===== config.mk =====
export PLATFORM = sky130hd
export DESIGN_NAME = debug_packet_deframer_unit
export DESIGN_NICKNAME = d
export VERILOG_FILES = /design/src/dpd_pkg.sv /design/src/dpd_front.sv /design/src/dpd_queue.sv /design/src/dpd_back.sv /design/src/debug_packet_deframer_unit.sv
export SDC_FILE = /design/constraint.sdc
export NUM_CORES = 1
export LEC_CHECK = 0
export ABC_AREA = 1
export ABC_CLOCK_PERIOD_IN_PS = 3500
export BUFFER_PORTS_ARGS = -buffer_cell sky130_fd_sc_hd__buf_2
export CAP_MARGIN = 15
export CORE_AREA = 4 4 87 130
export DETAILED_ROUTE_END_ITERATION = 7
export DIE_AREA = 0 0 91 134
export GPL_TIMING_DRIVEN = 0
export PLACE_DENSITY = 0.78
export SLEW_MARGIN = 25
export SYNTH_ARGS = -nofsm -noshare
export SYNTH_HDL_FRONTEND = slang
export SYNTH_SLANG_ARGS = --single-unit
export TNS_END_PERCENT = 50

===== constraint.sdc =====
create_clock -name clk -period 3.5 [get_ports clk]
set_clock_uncertainty 0.2 [all_clocks]
set_input_delay 0.35 -clock clk [delete_from_list [all_inputs] [get_ports clk]]
set_output_delay 0.35 -clock clk [all_outputs]
set_load 0.02 [all_outputs]

===== src/dpd_pkg.sv =====
// Shared types and constants for the debug packet deframer.
package dpd_pkg;

  localparam logic [31:0] SIG_VALUE    = 32'h0050_4144;
  localparam logic [7:0]  TYPE_REQUEST = 8'h01;
  localparam logic [15:0] MAX_LEN_RESET = 16'd1024;

  localparam int QDepth = 2;
  localparam int QPtrW  = (QDepth > 1) ? $clog2(QDepth) : 1;
  localparam int QCntW  = $clog2(QDepth + 1);

  localparam int HdrStored = 7;
  localparam int HdrCntW   = 3;

  typedef enum logic [1:0] {
    K_DATA  = 2'd0,
    K_EMPTY = 2'd1,
    K_ERROR = 2'd2
  } kind_t;

  typedef enum logic [1:0] {
    E_NONE = 2'd0,
    E_SIG  = 2'd1,
    E_TYPE = 2'd2,
    E_LEN  = 2'd3
  } err_t;

  typedef struct packed {
    kind_t      kind;
    logic [7:0] data;
    logic       last;
    err_t       err;
  } res_t;

endpackage


===== src/dpd_front.sv =====
// Front end: accepts stream beats, parses frame headers and classifies each beat.
module dpd_front (
  input  logic               clk,
  input  logic               rst_n,
  input  logic               cfg_wr_en,
  input  logic [15:0]        cfg_wr_data,
  input  logic               in_valid,
  output logic               in_ready,
  input  logic               in_action,
  input  logic [7:0]         in_rx_byte,
  output logic               push_valid,
  output dpd_pkg::res_t      push_res,
  input  logic               push_ready
);

  typedef enum logic [1:0] {
    PH_HEADER  = 2'd0,
    PH_PAYLOAD = 2'd1,
    PH_HOLD    = 2'd2
  } phase_t;

  phase_t                                phase_r, phase_nxt;
  logic [dpd_pkg::HdrCntW-1:0]           cnt_r, cnt_nxt;
  logic [dpd_pkg::HdrStored-1:0][7:0]    hdr_r, hdr_nxt;
  logic [15:0]                           rem_r, rem_nxt;
  logic [15:0]                           max_len_r;

  logic        accept;
  logic [31:0] sig;
  logic [15:0] len;
  logic [7:0]  typ;
  dpd_pkg::err_t err;

  assign in_ready = push_ready;
  assign accept   = in_valid && push_ready;

  assign sig = {hdr_r[3], hdr_r[2], hdr_r[1], hdr_r[0]};
  assign len = {hdr_r[5], hdr_r[4]};
  assign typ = hdr_r[6];

  always_comb begin
    if (sig != dpd_pkg::SIG_VALUE) begin
      err = dpd_pkg::E_SIG;
    end else if (typ != dpd_pkg::TYPE_REQUEST) begin
      err = dpd_pkg::E_TYPE;
    end else if (len > max_len_r) begin
      err = dpd_pkg::E_LEN;
    end else begin
      err = dpd_pkg::E_NONE;
    end
  end

  always_comb begin
    phase_nxt  = phase_r;
    cnt_nxt    = cnt_r;
    hdr_nxt    = hdr_r;
    rem_nxt    = rem_r;
    push_valid = 1'b0;
    push_res   = '{kind: dpd_pkg::K_DATA, data: 8'd0, last: 1'b0, err: dpd_pkg::E_NONE};
    if (accept) begin
      if (in_action) begin
        phase_nxt = PH_HEADER;
        cnt_nxt   = '0;
        rem_nxt   = '0;
      end else begin
        case (phase_r)
          PH_HEADER: begin
            if (cnt_r != dpd_pkg::HdrCntW'(dpd_pkg::HdrStored)) begin
              hdr_nxt[cnt_r] = in_rx_byte;
              cnt_nxt        = cnt_r + 1'b1;
            end else begin
              cnt_nxt = '0;
              if (err != dpd_pkg::E_NONE) begin
                phase_nxt      = PH_HOLD;
                rem_nxt        = '0;
                push_valid     = 1'b1;
                push_res.kind  = dpd_pkg::K_ERROR;
                push_res.err   = err;
              end else if (len == 16'd0) begin
                phase_nxt      = PH_HEADER;
                rem_nxt        = '0;
                push_valid     = 1'b1;
                push_res.kind  = dpd_pkg::K_EMPTY;
                push_res.last  = 1'b1;
              end else begin
                phase_nxt = PH_PAYLOAD;
                rem_nxt   = len;
              end
            end
          end
          PH_PAYLOAD: begin
            push_valid    = 1'b1;
            push_res.data = in_rx_byte;
            if (rem_r <= 16'd1) begin
              push_res.last = 1'b1;
              rem_nxt       = '0;
              phase_nxt     = PH_HEADER;
            end else begin
              rem_nxt = rem_r - 16'd1;
            end
          end
          default: begin
          end
        endcase
      end
    end
  end

  always_ff @(posedge clk) begin
    if (!rst_n) begin
      phase_r   <= PH_HEADER;
      cnt_r     <= '0;
      rem_r     <= '0;
      max_len_r <= dpd_pkg::MAX_LEN_RESET;
    end else begin
      phase_r <= phase_nxt;
      cnt_r   <= cnt_nxt;
      rem_r   <= rem_nxt;
      if (cfg_wr_en) begin
        max_len_r <= cfg_wr_data;
      end
    end
    hdr_r <= hdr_nxt;
  end

endmodule


===== src/dpd_queue.sv =====
// Short result queue between the parsing front end and the output stage.
module dpd_queue (
  input  logic          clk,
  input  logic          rst_n,
  input  logic          push_valid,
  input  dpd_pkg::res_t push_res,
  output logic          push_ready,
  output logic          pop_valid,
  output dpd_pkg::res_t pop_res,
  input  logic          pop_ready
);

  dpd_pkg::res_t               mem_r [dpd_pkg::QDepth];
  logic [dpd_pkg::QPtrW-1:0]   wr_ptr_r, wr_ptr_nxt;
  logic [dpd_pkg::QPtrW-1:0]   rd_ptr_r, rd_ptr_nxt;
  logic [dpd_pkg::QCntW-1:0]   cnt_r, cnt_nxt;
  logic                        do_push, do_pop;

  assign push_ready = cnt_r != dpd_pkg::QCntW'(dpd_pkg::QDepth);
  assign pop_valid  = cnt_r != '0;
  assign pop_res    = mem_r[rd_ptr_r];
  assign do_push    = push_valid && push_ready;
  assign do_pop     = pop_valid && pop_ready;

  always_comb begin
    wr_ptr_nxt = wr_ptr_r;
    rd_ptr_nxt = rd_ptr_r;
    cnt_nxt    = cnt_r;
    if (do_push) begin
      wr_ptr_nxt = (wr_ptr_r == dpd_pkg::QPtrW'(dpd_pkg::QDepth - 1)) ? '0 : wr_ptr_r + 1'b1;
    end
    if (do_pop) begin
      rd_ptr_nxt = (rd_ptr_r == dpd_pkg::QPtrW'(dpd_pkg::QDepth - 1)) ? '0 : rd_ptr_r + 1'b1;
    end
    if (do_push && !do_pop) begin
      cnt_nxt = cnt_r + 1'b1;
    end else if (do_pop && !do_push) begin
      cnt_nxt = cnt_r - 1'b1;
    end
  end

  always_ff @(posedge clk) begin
    if (!rst_n) begin
      wr_ptr_r <= '0;
      rd_ptr_r <= '0;
      cnt_r    <= '0;
    end else begin
      wr_ptr_r <= wr_ptr_nxt;
      rd_ptr_r <= rd_ptr_nxt;
      cnt_r    <= cnt_nxt;
    end
    if (do_push) begin
      mem_r[wr_ptr_r] <= push_res;
    end
  end

endmodule


===== src/dpd_back.sv =====
// Back end: output register that presents one result beat at a time.
module dpd_back (
  input  logic          clk,
  input  logic          rst_n,
  input  logic          pop_valid,
  input  dpd_pkg::res_t pop_res,
  output logic          pop_ready,
  output logic          out_valid,
  input  logic          out_ready,
  output logic [1:0]    out_kind,
  output logic [7:0]    out_data_byte,
  output logic          out_last_of_frame,
  output logic [1:0]    out_error_code
);

  logic          valid_r;
  dpd_pkg::res_t res_r;

  assign pop_ready         = !valid_r || out_ready;
  assign out_valid         = valid_r;
  assign out_kind          = res_r.kind;
  assign out_data_byte     = res_r.data;
  assign out_last_of_frame = res_r.last;
  assign out_error_code    = res_r.err;

  always_ff @(posedge clk) begin
    if (!rst_n) begin
      valid_r <= 1'b0;
    end else if (pop_ready) begin
      valid_r <= pop_valid;
    end
    if (pop_ready && pop_valid) begin
      res_r <= pop_res;
    end
  end

endmodule


===== src/debug_packet_deframer_unit.sv =====
// Top level of the debug packet deframer: parser, result queue and output stage.
// Throughput: one beat per cycle in, one result beat per cycle out, while out_ready stays high.
// A result goes into the queue first, then into the output register that drives the outputs.
// The parser works one beat per cycle; a two-entry queue and the output register absorb stalls.
// Reset is synchronous and active low: parser, queue and output clear, and the
// maximum payload length returns to 1024.
module debug_packet_deframer_unit (
  input  logic        clk,
  input  logic        rst_n,
  input  logic        cfg_wr_en,
  input  logic [15:0] cfg_wr_data,
  input  logic        in_valid,
  output logic        in_ready,
  input  logic        in_action,
  input  logic [7:0]  in_rx_byte,
  output logic        out_valid,
  input  logic        out_ready,
  output logic [1:0]  out_kind,
  output logic [7:0]  out_data_byte,
  output logic        out_last_of_frame,
  output logic [1:0]  out_error_code
);

  logic          push_valid, push_ready;
  dpd_pkg::res_t push_res;
  logic          pop_valid, pop_ready;
  dpd_pkg::res_t pop_res;

  dpd_front u_front (
    .clk        (clk),
    .rst_n      (rst_n),
    .cfg_wr_en  (cfg_wr_en),
    .cfg_wr_data(cfg_wr_data),
    .in_valid   (in_valid),
    .in_ready   (in_ready),
    .in_action  (in_action),
    .in_rx_byte (in_rx_byte),
    .push_valid (push_valid),
    .push_res   (push_res),
    .push_ready (push_ready)
  );

  dpd_queue u_queue (
    .clk       (clk),
    .rst_n     (rst_n),
    .push_valid(push_valid),
    .push_res  (push_res),
    .push_ready(push_ready),
    .pop_valid (pop_valid),
    .pop_res   (pop_res),
    .pop_ready (pop_ready)
  );

  dpd_back u_back (
    .clk              (clk),
    .rst_n            (rst_n),
    .pop_valid        (pop_valid),
    .pop_res          (pop_res),
    .pop_ready        (pop_ready),
    .out_valid        (out_valid),
    .out_ready        (out_ready),
    .out_kind         (out_kind),
    .out_data_byte    (out_data_byte),
    .out_last_of_frame(out_last_of_frame),
    .out_error_code   (out_error_code)
  );

  a_no_push_when_full: assert property (@(posedge clk) disable iff (!rst_n)
    push_valid |-> push_ready)
    else $error("result pushed into a full queue");

  a_restart_silent: assert property (@(posedge clk) disable iff (!rst_n)
    (in_valid && in_ready && in_action) |-> !push_valid)
    else $error("restart beat produced a result");

  a_error_fields: assert property (@(posedge clk) disable iff (!rst_n)
    (out_valid && out_kind == dpd_pkg::K_ERROR) |->
      (out_error_code != dpd_pkg::E_NONE && !out_last_of_frame && out_data_byte == 8'd0))
    else $error("error result carries inconsistent fields");

  a_empty_fields: assert property (@(posedge clk) disable iff (!rst_n)
    (out_valid && out_kind == dpd_pkg::K_EMPTY) |->
      (out_last_of_frame && out_error_code == dpd_pkg::E_NONE && out_data_byte == 8'd0))
    else $error("empty-frame result carries inconsistent fields");

endmodule


==> impl_results.md <==
- DP Cell Count: roughly 740
- Worst-Skew Late Latency: 0.42 ns
- Final hold vios: 0
- Total grt overflow: 0
- WL/cell: 15.7 um
- Critical path class: register to register
- Pre-antenna DRT Iters: 5
- Synth Register Bits: approximately 140
- Peak VDD IR: 0.000574 V
- Worst path slowest cell: dfxtp_1
- Starting Density: between 50% and 60%
- Reg area: 0.00369 mm^2
- FFs w/ async S/R, synth: 0%
- Largest net degree at the start of global routing: 18
- Fmax: 0.353 GHz
- Status: completed
- WP data arrival: 2.69 ns
- Post-synth EDFFs: 95
- Worst Path Required: roughly 3.4 ns
- Pre-CTS setup slack: roughly 0.40 ns
- Pwr Total: roughly 4.2 mW
- Most used cell, CP: ha_1
- Synthesized area per cell: 10.4 um^2
- Post-synth net total: approximately 630
- Cell Area, Placed: around 0.0064 mm^2
- Yosys cell types: 40
- Top cell type by total area after synthesis: edfxtp_1
- Syn Inst Count: 578
- Final HPWL DP: 8.50 mm
- Util after Layout: between 60% and 70%
- Hold Path Stages: 3
- # hold bufs at CTS: 4
- Yosys warns: 0
- Number of global-route vias before repair: approximately 4,200
- Final Cell Area: around 0.0070 mm^2
- Crit-path cells: ha_1 > ha_1 > nor2_1 > nand2_1 > nand2_2 > nor2_8 > nand2_4 > inv_2 > buf_4 > nand3_1 > inv_1
- Root buf cell: clkbuf_16
- Clock sink total: roughly 140
- Mapped Area: ~0.006 mm^2
- Number of fill cells in the layout: ~730
- Layout area overhead: 16.4%
- Via Count: between 4,000 and 5,000
- Routed WL: 12.2 mm
- Die Wd: ~91 um
- Final nets: 695
- Num ports: 45
- Core outline area: between 0.01 and 0.015 mm^2
- Clock transition at path regs: ~0.05 ns
- Final GP Congestion: approximately 0.96
- Final hold slack: about 0.015 ns
- Leakage power: 2.74 nW
- First-pass GRT wire length: approximately 20 mm
- All-Layer GR Usage: a little over a fifth
- Final setup vio count: 0
- CTS tree: built
- Post-CTS Setup Bufs: 0
- Setup TNS: 0 ns
- Max Slew Vio Count: 0
- Share of cells above drive strength 1: between 10% and 20%
- Worst setup EP type: register
- Type of the tightest min-delay check: input port to register
- Slew of the pin with the lowest slew margin: 0.865 ns
- DRT iter0 DRCs: 221
- Main synth FF type: edfxtp_1
- Worst-path fanout max: 13
- I/O Buffers: 43
- CTS buffer count: 17
- Vias/cell: ~5.5
- Sequential element share of the synthesized area: approximately 60%
- Die area: about 0.012 mm^2
- Period utilization: between 80 and 90%
- Pwr dens: roughly 600 mW/mm^2
- MaxCap Viol Count: 0
- Fin crit period: approximately 2.8 ns
- Top cells by area, synth: edfxtp_1 47%, dfxtp_1 14%, nand2_1 5.9%, ha_1 4.4%, nor2_1 4.2%
- Die H: between 100 and 150 um
- Drt drc: 0
- Crit-path max cell delay: between 0.4 and 0.5 ns
- Startpoint Class: register
- H-Tree Depth: 4
- Non-Filler Instances: a little under 800
- Rel. slew slack: a little over two fifths
- Initial antenna violation count: 0
- Ant diodes: 0
- Final setup margin: 0.664 ns
- Yosys top cell area share: 47.4%
- Logic depth of the worst register-to-register path: 11
- Post-route ant nets: 0
- Std cell rows: 45
- RSZ-0062 raised after global routing: false
- Max clock buf depth: 2
- CTS resizes: 0
- Area of the multi-input gates: around 0.0020 mm^2
## cell usage in the layout, fill, tap and decap left out, drive strengths merged, types with 2 or more instances in the layout
cell         instances
ha                  21
clkinv               7
dlygate4sd3          4
clkinvlp             3
nand4                7
inv                 74
edfxtp              95
nor4                 7
buf                 49
dfxtp               42
nand3b               2
a31oi                8
nand2               98
a21oi               57
o21ai               31
nand3               29
a21boi               2
xor2                 6
nor3                 9
nor2                73
clkbuf              25
## synthesized netlist by cell type, types with 3 or more instances
library cell and number:
nor4_1 6, inv_2 7, ha_1 21, clkbuf_1 7, nand2_1 95, nand3_1 19, a21oi_2 8, nor2_4 3
o21ai_0 29, a21oi_1 49, xor2_1 6, nor2_1 68, nand4_1 7, nor3_1 8, inv_1 64, nand3_2 9
dfxtp_1 42, a31oi_1 8, edfxtp_1 95
## area by class of cell
class | instances | share of cell area, %
clock inverter | 14 | 1.77
buffer | 13 | 0.982
clock buffer | 18 | 6.13
inverter | 71 | 3.80
timing repair buffer | 47 | 3.64
multi-input combinational | 357 | 28.9
sequential | 137 | 52.7
tap | 117 | 2.09
## report_power, final
part           switching, mW  internal, mW
Sequential            0.0500          1.90
Clock                  0.680         0.978
Combinational          0.414         0.171
## logic make-up (layout without fill, tap and decap cells)
logic type,after synthesis,after routing,synth area share (%)
and+or+nand+nor,228,228,18.2
DFF,137,137,61.4
AOI/OAI and AO/OA,102,102,9.58
buffers and inverters,84,163,5.57
adders and majority gates,21,21,4.36
xor gates and xnor gates,6,6,0.873
## worst max-delay path, delay by kind of cell (launching register included)
kind	cells	cell delay, ns
flip-flops	1	0.44
adder cells (fa/ha/maj)	2	0.34
AND/OR/NAND/NOR	6	0.72
buffers and inverters	3	0.78
## sequential cells by signal (all words and copies together), names as in the netlist
signal	cells
u_queue.wr_ptr_r	1
u_back.out_data_byte	8
u_front.hdr_r	48
u_back.out_last_of_frame	1
u_front.rem_r	16
u_queue.rd_ptr_r	1
u_back.out_kind	2
u_queue.mem_r	26
u_front.max_len_r	16
u_front.phase_r	2
u_back.out_valid	1
u_front.typ	8
u_front.cnt_r	3
u_back.out_error_code	2
u_queue.cnt_r	2
## worst paths after layout
kind | start | to | slack [ns]
hold reg to reg | u_front.max_len_r[4]$_SDFFE_PN0P_ | u_front.max_len_r[4]$_SDFFE_PN0P_ | 0.27
setup reg to reg | u_front.cnt_r[1]$_SDFFE_PN0P_ | u_queue.mem_r[1][10]$_DFFE_PP_ | 0.66
hold / removal | cfg_wr_data[6] | u_front.max_len_r[6]$_SDFFE_PN0P_ | 0.02
setup / recovery | u_front.cnt_r[1]$_SDFFE_PN0P_ | u_queue.mem_r[1][10]$_DFFE_PP_ | 0.66
## per-layer routing
metal / GRT usage, % / part of all wire [%]
met1: 23.5 / 39
met2: 37.4 / 53
met3: 4.60 / 4.5
met4: 11.2 / 3.3
met5: 0 / 0
(Power assumes the default switching activity.)
